$ cat config.mk
export PLATFORM = sky130hd
export DESIGN_NAME = tor_ram
export DESIGN_NICKNAME = d
export VERILOG_FILES = /design/src/hw/rtl/tor_ram.sv
export SDC_FILE = /design/constraint.sdc
export NUM_CORES = 1
export LEC_CHECK = 0
export BUFFER_PORTS_ARGS = -buffer_cell sky130_fd_sc_hd__clkbuf_2
export CELL_PAD_IN_SITES_DETAIL_PLACEMENT = 1
export CELL_PAD_IN_SITES_GLOBAL_PLACEMENT = 1
export CORE_MARGIN = 5
export CORE_UTILIZATION = 39
export DETAILED_ROUTE_END_ITERATION = 6
export GPL_TIMING_DRIVEN = 0
export PLACE_DENSITY_LB_ADDON = 0.05
export SKIP_CTS_REPAIR_TIMING = 1
export SLEW_MARGIN = 20
export SYNTH_ARGS = -nofsm -noshare
export SYNTH_HDL_FRONTEND = slang
export SYNTH_SLANG_ARGS = --single-unit
$ cat constraint.sdc
create_clock -name clk -period 2.95 [get_ports clk]
set_input_delay 0.295 -clock clk [delete_from_list [all_inputs] [get_ports clk]]
set_output_delay 0.295 -clock clk [all_outputs]
set_load 0.01 [all_outputs]
$ cat src/hw/rtl/tor_ram.sv
// Generic single-port RAM with registered read.
module tor_ram #(
  parameter int WIDTH = 8,
  parameter int DEPTH = 16
) (
  input  logic                     clk,
  input  logic                     we,
  input  logic [$clog2(DEPTH)-1:0] addr,
  input  logic [WIDTH-1:0]         wdata,
  output logic [WIDTH-1:0]         rdata
);

  logic [WIDTH-1:0] mem [DEPTH];

  always_ff @(posedge clk) begin
    if (we) begin
      mem[addr] <= wdata;
    end
    rdata <= mem[addr];
  end

endmodule

* After elaboration in Yosys (flattened, before gate mapping)
Memory sizes are Yosys's and may differ from the RTL's. A register that Yosys moved wholly into a read port is not among the register bits.
Cells that the tools add are included.
** Word-level totals
- Bits in writable memories :: 128
- Word-level logic and storage cells :: 3
- Output and inout bits :: 8
- Memories kept :: 1
- Bits in latches :: 0
- Bits in registers :: 0
- Input port bits :: 14
- Bits in read-only memories :: 0
** Memory list
- mem :: words 16, width 8, rd ports 1, clocked after memory_dff 1, write ports 1, RTL line 13 : logic [WIDTH-1:0] mem [DEPTH];
** Operators by class
- Divide/modulo/power cells :: 0
- Reductions and logical operators :: 0
- Bitwise logic cells :: 0
- $mul :: 0
- Order comparisons :: 0
- Shift-type cells :: 0
- Equality and inequality tests :: 0
- Mux-type cells :: 2
- Add/sub/neg operators :: 0
** Operators with widths (count)
- $mux W1 :: 2

* Depth between registers and ports, before layout
- Depth after elaboration :: 2
- Depth in mapped cells :: 5
- Gate-level depth less buffers :: 3

* Worst setup path after synthesis
No wires, ideal clock.
- Path kind :: input to register
- Start :: input addr[2]
- End :: memory mem[0][0], enable pin
- Stages on the path :: 2
- Arrival :: 1405 ps
- Slack :: 1162 ps
- Buffers on the path :: 0
- Required time :: 2567 ps
- Cells stage by stage :: or3b_2 -> nor3_1
** RTL lines
- start, declared :: RTL line 8 : input logic [$clog2(DEPTH)-1:0] addr,
- end, declared :: RTL line 13
No word-level cell before the write port.

* Worst setup path in the final report
- Start :: input addr[1]
- End :: memory mem[11][5], enable pin
No word-level cell before the write port.

==> flow_summary.ini <==
[layout]
post-route-util = 0.470
n_antenna_cell = 0
final_cells = 455
nNetsFinal = 284
drive_gt1_frac = 0.314
synthToLayoutAreaGrowth_pct = 17.6

[place]
dp_slack_ns = 0.374
dp_cells = 423
gp_congestion = 0.707
hpwl_mm = 7.01
numPortBuffers = 19

[clocking]
cts_buffer_depth = 2
cts.sinks = 136
clk_latency_ns = 0.42
htreeDepth = 4
cts_root_buffer = clkbuf_16
tritoncts = yes
clk_pin_slew_ns = 0.05
cts_made_buffers = 17

[floorplan]
dieHeight_um = 124
io_pins = 22
die_x_um = 124
die_area_sq_um = 15400
core_sq_um = 12700
start_util = 0.400
row_count = 41

[grt]
antenna_found_initial = 0
grt_usage = 0.160
gr-total-overflow = 0
grt_pass1_wl_mm = 16.4
grt_start_max_net_pins = 17
grt_pass1_vias = 2520

[power]
switching_share = 0.203
ir_drop_uv = 377
p_seq_frac = 0.500
p_leak_nw = 1.93
power.switching_uw = 882
p_int_mw = 3.47
cellPowerDensity_nw_per_um2 = 730
clkPwrFrac = 0.451
combPwrFrac = 0.049

[synthesis]
yosys-top-cells-area = edfxtp_1, mux4_2, dfxtp_1
synthTopCellsByCount = edfxtp_1, mux4_2, a22oi_1
synth.top_cell.area_share = 0.759
synth_edf_count = 128
synth_ff_type = edfxtp_1
ys_seq_area_frac = 0.790
ys_ff_latch = 136
async_flop_share = 0
synth_area_per_cell_sq_um = 22.0
synth_cell_types = 18
netlist_area_sq_um = 5070
yosysWarnings = 0
syn_nets = 244
yosysTopAreaCell = edfxtp_1
synthCells = 230
yosysMostFrequentCell = edfxtp_1

[sta]
setup_violations = 0
hold_ws_ns = 0.353
layout_min_cycle_time_ns = 2.05
fin_crit_sh = 0.695
setup_tns_ns = 0
skew_ns = 0.00799
max_freq_mhz = 488
final-hold-violation-count = 0
tightest_slew_ns = 0.865
rsz0062_at_grt = no
fin_ws_ns = 0.900
relSlewSlack = 0.422
slew_viol_final = 0

[worst_setup_path]
critPathLaunchType = input pin
cpPeakStageDelay_ns = 0.72
cp_max_fo = 10
criticalPathCategory = input pin to flop
crit_required_ns = 2.99
worstSetupEndpointType = flop
crit_chain = buf_2, buf_1, nand2_1, nor2_1
cp_slowest_cell = nor2_1
arrival_ns = 2.09

[worst_hold_path]
min-delay-path-class = input pin to flop

[routing]
vias = 2318
drc_errors = 0
vias_per_cell = 5.09
ant_nets = 0
first_pass_iters = 4
routedWlPerCell_um = 23.8
routed_wirelength_mm = 10.9
drt_iter0_markers = 201

[job]
cap_viol_max_count = 0

[status]
status = complete, no violations
==> cell families (layout without fill, tap and decap cells) <==
group	Yosys count	in the layout	synth area share
AO/OA/AOI/OAI	16	16	0.0237
buffers and inverters	11	64	0.0119
flip-flops	136	136	0.790
multiplexers	32	32	0.142
AND/OR/NAND/NOR	35	35	0.0321
==> power groups by stage <==
| stage | clock network, mW | logic (mW) | registers, mW |
|---|---|---|---|
| after floorplan | 0 | 0.111 | 2.22 |
| after global placement | 0 | 0.216 | 2.21 |
| after detailed placement | 0 | 0.221 | 2.21 |
| after CTS | 1.99 | 0.221 | 2.17 |
| after global routing | 2.08 | 0.235 | 2.18 |
| final | 1.96 | 0.214 | 2.17 |
==> sequential cells by signal, summed over array words and instances (netlist names) <==
| name | count |
|---|---|
| mem | 128 |
| rdata | 8 |
==> critical path: cells and delay by family <==
kind	cells	cell delay (ns)
buffers and inverters	2	0.80
AND/OR/NAND/NOR	2	0.99
==> through the flow <==
step / cell area (sq um) / power, mW
6_report: 5960 / 4.35
5_1_grt: 5960 / 4.49
4_1_cts: 5960 / 4.38
3_5_place_dp: 5410 / 2.43
3_3_place_gp: 5380 / 2.43
2_1_floorplan: 5070 / 2.33
==> final timing paths <==
check,start,endpoint,slack [ns],cells after the start
worst min register to register,mem[10][6],rdata[6],0.69,3
worst max register to register,mem[15][5],rdata[5],1.54,3
worst max-delay path,addr[1],mem[11][5],0.90,4
worst min-delay path,wdata[3],mem[12][3],0.35,1
==> cell usage in the layout, fill, tap and decap left out, types with 5 or more instances in the layout <==
cell	n
edfxtp_1	128
mux4_2	32
clkbuf_2	20
clkbuf_16	17
a22oi_1	16
nor2_1	13
nand2_1	9
dfxtp_1	8
clkinv_2	6
clkbuf_1	5
==> cell type report <==
class	instances	area (sq um)
clock inverters	12	109
multi-input cells	83	1020
repair buffers	21	110
clock buffers	20	437
well taps	172	215
fillers	1178	6710
flip-flops and latches	136	4000
plain buffers	11	60.1
==> per-layer routing <==
metal	GRT usage	share of wire	vias up
met2	0.235	0.46	54
met5	0	0	-
li1	-	-	1045
met4	0.0698	0.017	0
met3	0.0450	0.042	12
met1	0.223	0.48	1207
Note: power is estimated with default switching activity, not from simulation.
