**src/hw/rtl/tor_pkg.sv**
```systemverilog
// Shared types and constants for the tree ORAM controller.
package tor_pkg;

  localparam logic [31:0] LFSR_TAPS = 32'hD000_0001;

  localparam logic CMD_READ  = 1'b0;
  localparam logic CMD_WRITE = 1'b1;

  localparam logic REG_RANDOM_SEED = 1'b0;

  typedef struct packed {
    logic        load;
    logic        step;
    logic [31:0] seed;
  } draw_ctl_t;

  typedef enum logic [15:0] {
    ST_CLR      = 16'h0001,
    ST_IDLE     = 16'h0002,
    ST_MOD      = 16'h0004,
    ST_MAP_RD   = 16'h0008,
    ST_MAP_CHK  = 16'h0010,
    ST_SRCH_RD  = 16'h0020,
    ST_SRCH_CHK = 16'h0040,
    ST_NEWLEAF  = 16'h0080,
    ST_INS_RD   = 16'h0100,
    ST_INS_CHK  = 16'h0200,
    ST_EV_RD    = 16'h0400,
    ST_EV_CHK   = 16'h0800,
    ST_EV_DONE  = 16'h1000,
    ST_PICK_A   = 16'h2000,
    ST_PICK_B   = 16'h4000,
    ST_OUT      = 16'h8000
  } state_t;

endpackage

```
**src/hw/rtl/tor_lfsr.sv**
```systemverilog
// Galois LFSR used for every random draw.
module tor_lfsr
  import tor_pkg::*;
(
  input  logic        clk,
  input  logic        rst,
  input  draw_ctl_t   ctl,
  output logic [31:0] nxt
);

  logic [31:0] lfsr;

  assign nxt = (lfsr >> 1) ^ (lfsr[0] ? LFSR_TAPS : 32'h0);

  always_ff @(posedge clk) begin
    if (rst) begin
      lfsr <= 32'h1;
    end else if (ctl.load) begin
      lfsr <= (ctl.seed == 32'h0) ? 32'h1 : ctl.seed;
    end else if (ctl.step) begin
      lfsr <= nxt;
    end
  end

endmodule

```
**config.mk**
```make
export PLATFORM = sky130hd
export DESIGN_NAME = tor_lfsr
export DESIGN_NICKNAME = d
export VERILOG_FILES = /design/src/hw/rtl/tor_pkg.sv /design/src/hw/rtl/tor_lfsr.sv
export SDC_FILE = /design/constraint.sdc
export NUM_CORES = 1
export LEC_CHECK = 0
export BUFFER_PORTS_ARGS = -buffer_cell sky130_fd_sc_hd__clkbuf_2
export CORE_MARGIN = 1
export CORE_UTILIZATION = 44
export CTS_CLUSTER_SIZE = 14
export DETAILED_ROUTE_END_ITERATION = 10
export PLACE_DENSITY = 0.8
export SKIP_CTS_REPAIR_TIMING = 1
export SLEW_MARGIN = 20
export SYNTH_ARGS = -nofsm -noshare
export SYNTH_HDL_FRONTEND = slang
export SYNTH_SLANG_ARGS = --single-unit
export TNS_END_PERCENT = 5
```
**constraint.sdc**
```tcl
create_clock -name clk -period 1 [get_ports clk]
set_input_delay 0.2 -clock clk [delete_from_list [all_inputs] [get_ports clk]]
set_output_delay 0.2 -clock clk [all_outputs]
set_load 0.02 [all_outputs]
```
; Yosys cells after proc, flatten, opt, wreduce, memory -nomap -nowiden
; Cells that the tools add are included.
[op_classes]
muxes = 4
bitwise_logic = 1
n_reduce_logical = 2
[op_table]
columns = operator, n
row1 = two-way mux 32 bit, 4
row2 = zero test 32 bit, 1
row3 = XOR 31 x 32 -> 32 bit, 1
row4 = nonzero test 2 bit, 1
[totals]
output_inout_bits = 32
inputBits = 36
register_bits = 32

; Depth between registers and ports, before layout
[logic_depth]
depth_word = 4
depth_mapped = 6
depth_no_buf = 4

; Worst setup path before layout
; No wires, ideal clock.
[synth_timing]
path_type = reg2reg
startpoint = register lfsr[0]
endpoint = register lfsr[28]
path_stages_with_launch = 6
required_time_ns = 0.935
arrival_ns = 1.076
setup_slack_ns = -0.141
period_less_slack_ns = 1.141
cell_sequence = dfxtp_1 > buf_6 > xor2_2 > mux2i_1 > o21a_1 > nor2_1
[synth_via]
elab_chain_cells = 4
[synth_lines]
columns = item, line
row1 = "start, declared", tor_lfsr.sv:11  ; logic [31:0] lfsr;
row2 = "start signal, assigned", tor_lfsr.sv:19  ; lfsr <= (ctl.seed == 32'h0) ? 32'h1 : ctl.seed;
row3 = "start signal, assigned", tor_lfsr.sv:21  ; lfsr <= nxt;
row4 = two-way mux 32 bit, tor_lfsr.sv:13  ; assign nxt = (lfsr >> 1) ^ (lfsr[0] ? LFSR_TAPS : 32'h0);
row5 = XOR 31 x 32 -> 32 bit, tor_lfsr.sv:13
row6 = net nxt[28], tor_lfsr.sv:8  ; output logic [31:0] nxt
row7 = two-way mux 32 bit, tor_lfsr.sv:20  ; end else if (ctl.step) begin
row8 = two-way mux 32 bit, tor_lfsr.sv:18  ; end else if (ctl.load) begin
; The timed path passes the listed nets, and every way through them passes these cells. The select of a mux whose other input is x is not followed.
; A chain may end at the register's enable or synchronous reset.

; Worst setup path in the final report
[layout_timing]
startpoint = register lfsr[0]
endpoint = output nxt[28]
[layout_via]
elab_chain_cells = 2
[layout_lines]
columns = item, line
row1 = two-way mux 32 bit, tor_lfsr.sv:13
row2 = XOR 31 x 32 -> 32 bit, tor_lfsr.sv:13
row3 = "end, declared", tor_lfsr.sv:8
; Every way passes these cells.

==> flow_metrics.env <==
export IMPL_insertion_delay_ns=0.28
export IMPL_rsz0062_at_grt="true"
export IMPL_pin_count=68
export IMPL_min_period_ns=1.22
export IMPL_tightest_slew_ns=0.364
export IMPL_synth_seq_area_share=0.352
export IMPL_syn_inst=219
export IMPL_worst_hold_slack_ns=0.162
export IMPL_synth_async_reset_ratio=0
export IMPL_hold_path_class="in -> reg"
export IMPL_ys_types=21
export IMPL_routabilityCongestion=0.753
export IMPL_r2r_start="lfsr[0]"
export IMPL_drc_errors=0
export IMPL_reg2reg_setup_slack_ns=0
export IMPL_ys_seq_elements=32
export IMPL_ir_drop_v=0.000847
export IMPL_diodes=0
export IMPL_fin_skew_ns=0.00703
export IMPL_slew_violations=0
export IMPL_ff_latch_area_um2=682
export IMPL_finalWirelength_um=3940
export IMPL_violations="negative setup slack"
export IMPL_final_cell_area_um2=2430
export IMPL_synth_largest_area_cell="dfxtp_1"
export IMPL_grt_usage=0.185
export IMPL_cts_max_level=2
export IMPL_hold_viol_final=0
export IMPL_row_count=23
export IMPL_critPathMaxFanout=5
export IMPL_grt_max_degree=27
export IMPL_path_clk_slew_ns=0.07
export IMPL_crit_start="lfsr[0]"
export IMPL_dieArea_um2=4400
export IMPL_largest_reg_flops=32
export IMPL_r2r_cells=5
export IMPL_critical_path_slowest_cell="dfxtp_4"
export IMPL_overflow=0
export IMPL_nets=311
export IMPL_synth_top_area_frac=0.352
export IMPL_final_period_utilization=1.22
export IMPL_synth_edf_count=0
export IMPL_synth_nets=255
export IMPL_fin_util=0.607
export IMPL_setup_slack_ns=-0.223
export IMPL_num_vias=1561
export IMPL_cts_root_buffer="clkbuf_8"
export IMPL_crit_path_end_kind="output port"
export IMPL_dpl_cell_area_um2=2160
export IMPL_status="finished, violations left"
export IMPL_startpoint_type="flop"
export IMPL_cap_violations=0
export IMPL_core_um2=4000
export IMPL_fillers=362
export IMPL_firstDrtPassIters=4
export IMPL_criticalPathCategory="reg -> out"
export IMPL_numCtsBuffers=5
export IMPL_grt_pass1_vias=1414
export IMPL_antenna_found_initial=0
export IMPL_multi_input_area_um2=882
export IMPL_crit_path_cell_trace="xor2_4 > buf_4"
export IMPL_dieWidth_um=66.3
export IMPL_timing_rr_end="lfsr[31]"
export IMPL_p_total_w=0.00354
export IMPL_drt_iter0_drc=69
export IMPL_grt_pass1_wl_um=6110
export IMPL_cp_endpoint="nxt[28]"
export IMPL_routed_via_density=4.79
export IMPL_hpwl_um=2990
export IMPL_finalSetupTns_ns=-0.804
export IMPL_worstPathRequired_ns=0.80
export IMPL_port_buffers=67
export IMPL_synth_area_um2=1820
export IMPL_wl_per_cell_um=12.1
export IMPL_yosysMostFrequentCell="nor2_1"
export IMPL_leakagePower_nw=1.17
export IMPL_yosysWarningCount=0
export IMPL_slew_headroom=0.755
export IMPL_cts_sinks=32
export IMPL_synth_common_cells="60 x nor2_1, 32 x dfxtp_1, 31 x mux2i_1"
export IMPL_ant_nets=0
export IMPL_clockBufferDepth=2
export IMPL_cpPeakStageDelay_ns=0.42
export IMPL_regMostFlops="lfsr"
export IMPL_arrival_ns=1.02
export IMPL_power_density_nw_per_um2=1460
export IMPL_synth_area_per_cell_um2=8.32
export IMPL_synthTopCellsByArea="dfxtp_1 35%, mux2i_1 17%, nor2_1 12%"
export IMPL_setup_violations=4
export IMPL_start_util=0.455
export IMPL_ys_flop_type="dfxtp_1"
export IMPL_area_growth_pct=33.3
export IMPL_max_freq_ghz=0.817
export IMPL_cts_tree="done"
export IMPL_top_regs="lfsr (32)"
export IMPL_die_h_um=66.3
export IMPL_drive_gt1_frac=0.500
-- layout by cell type, fill, tap and decap left out, types with 2 or more instances in the layout --
cell and instances:
nor2_1 60, buf_4 53, clkbuf_2 35, mux2i_1 31, dfxtp_2 30, a21oi_1 29, clkbuf_8 7, nor4_1 5
buf_12 4, nand2_1 3, nor4_2 3, xor2_4 2, nand4_1 2, o21a_1 2, buf_6 2
-- layout make-up --
class                           count  share of cell area
Sequential cell                    32               0.281
Timing Repair Buffer               94               0.278
Tap cell                           50              0.0258
Clock buffer                        7              0.0397
Clock inverter                      1              0.0124
Multi-Input combinational cell    142               0.363
-- per-layer routing --
layer | vias to the layer above | global-route usage | share of wire
met3 | 6 | 0.0534 | 0.055
met4 | 0 | 0.0638 | 0.014
met1 | 700 | 0.227 | 0.44
met5 | - | 0 | 0
li1 | 814 | - | -
met2 | 41 | 0.306 | 0.49
-- kinds of logic (layout without fill, tap and decap cells) --
kind of cell / count (synthesis) / count (layout) / synth area share
muxes: 31 / 31 / 0.170
xor gates and xnor gates: 4 / 4 / 0.0275
DFF: 32 / 32 / 0.352
buffers and inverters: 45 / 102 / 0.187
AOI/OAI and AO/OA: 33 / 33 / 0.0955
and+or+nand+nor: 74 / 74 / 0.168
-- through the flow --
| step | instances | setup WS [ns] |
|---|---|---|
| after floorplan | 219 | -0.0681 |
| after global placement | 318 | -0.342 |
| after detailed placement | 318 | -0.303 |
| after CTS | 326 | -0.335 |
| after global routing | 326 | -0.268 |
| final | 326 | -0.223 |
-- worst min-delay path by stage --
stage             from       end  slack (ns)  cells after the start
2_1_floorplan  ctl[10]  lfsr[10]        0.34                      2
3_3_place_gp    ctl[7]   lfsr[7]        0.44                      3
3_5_place_dp    ctl[8]   lfsr[8]        0.45                      3
4_1_cts         ctl[8]   lfsr[8]        0.16                      3
5_1_grt        ctl[21]  lfsr[21]        0.18                      3
6_report        ctl[8]   lfsr[8]        0.16                      3
-- worst max-delay path, delay by kind of cell (launching register included) --
kind | cells | cell delay [ns]
flip-flops | 1 | 0.42
XOR/XNOR | 1 | 0.17
buffers and inverters | 1 | 0.16
-- where the power goes --
group	internal [W]	switching (W)
Combinational	0.000381	0.000378
Sequential	0.00137	0.0000749
Clock	0.000879	0.000456
(Power assumes the default switching activity.)
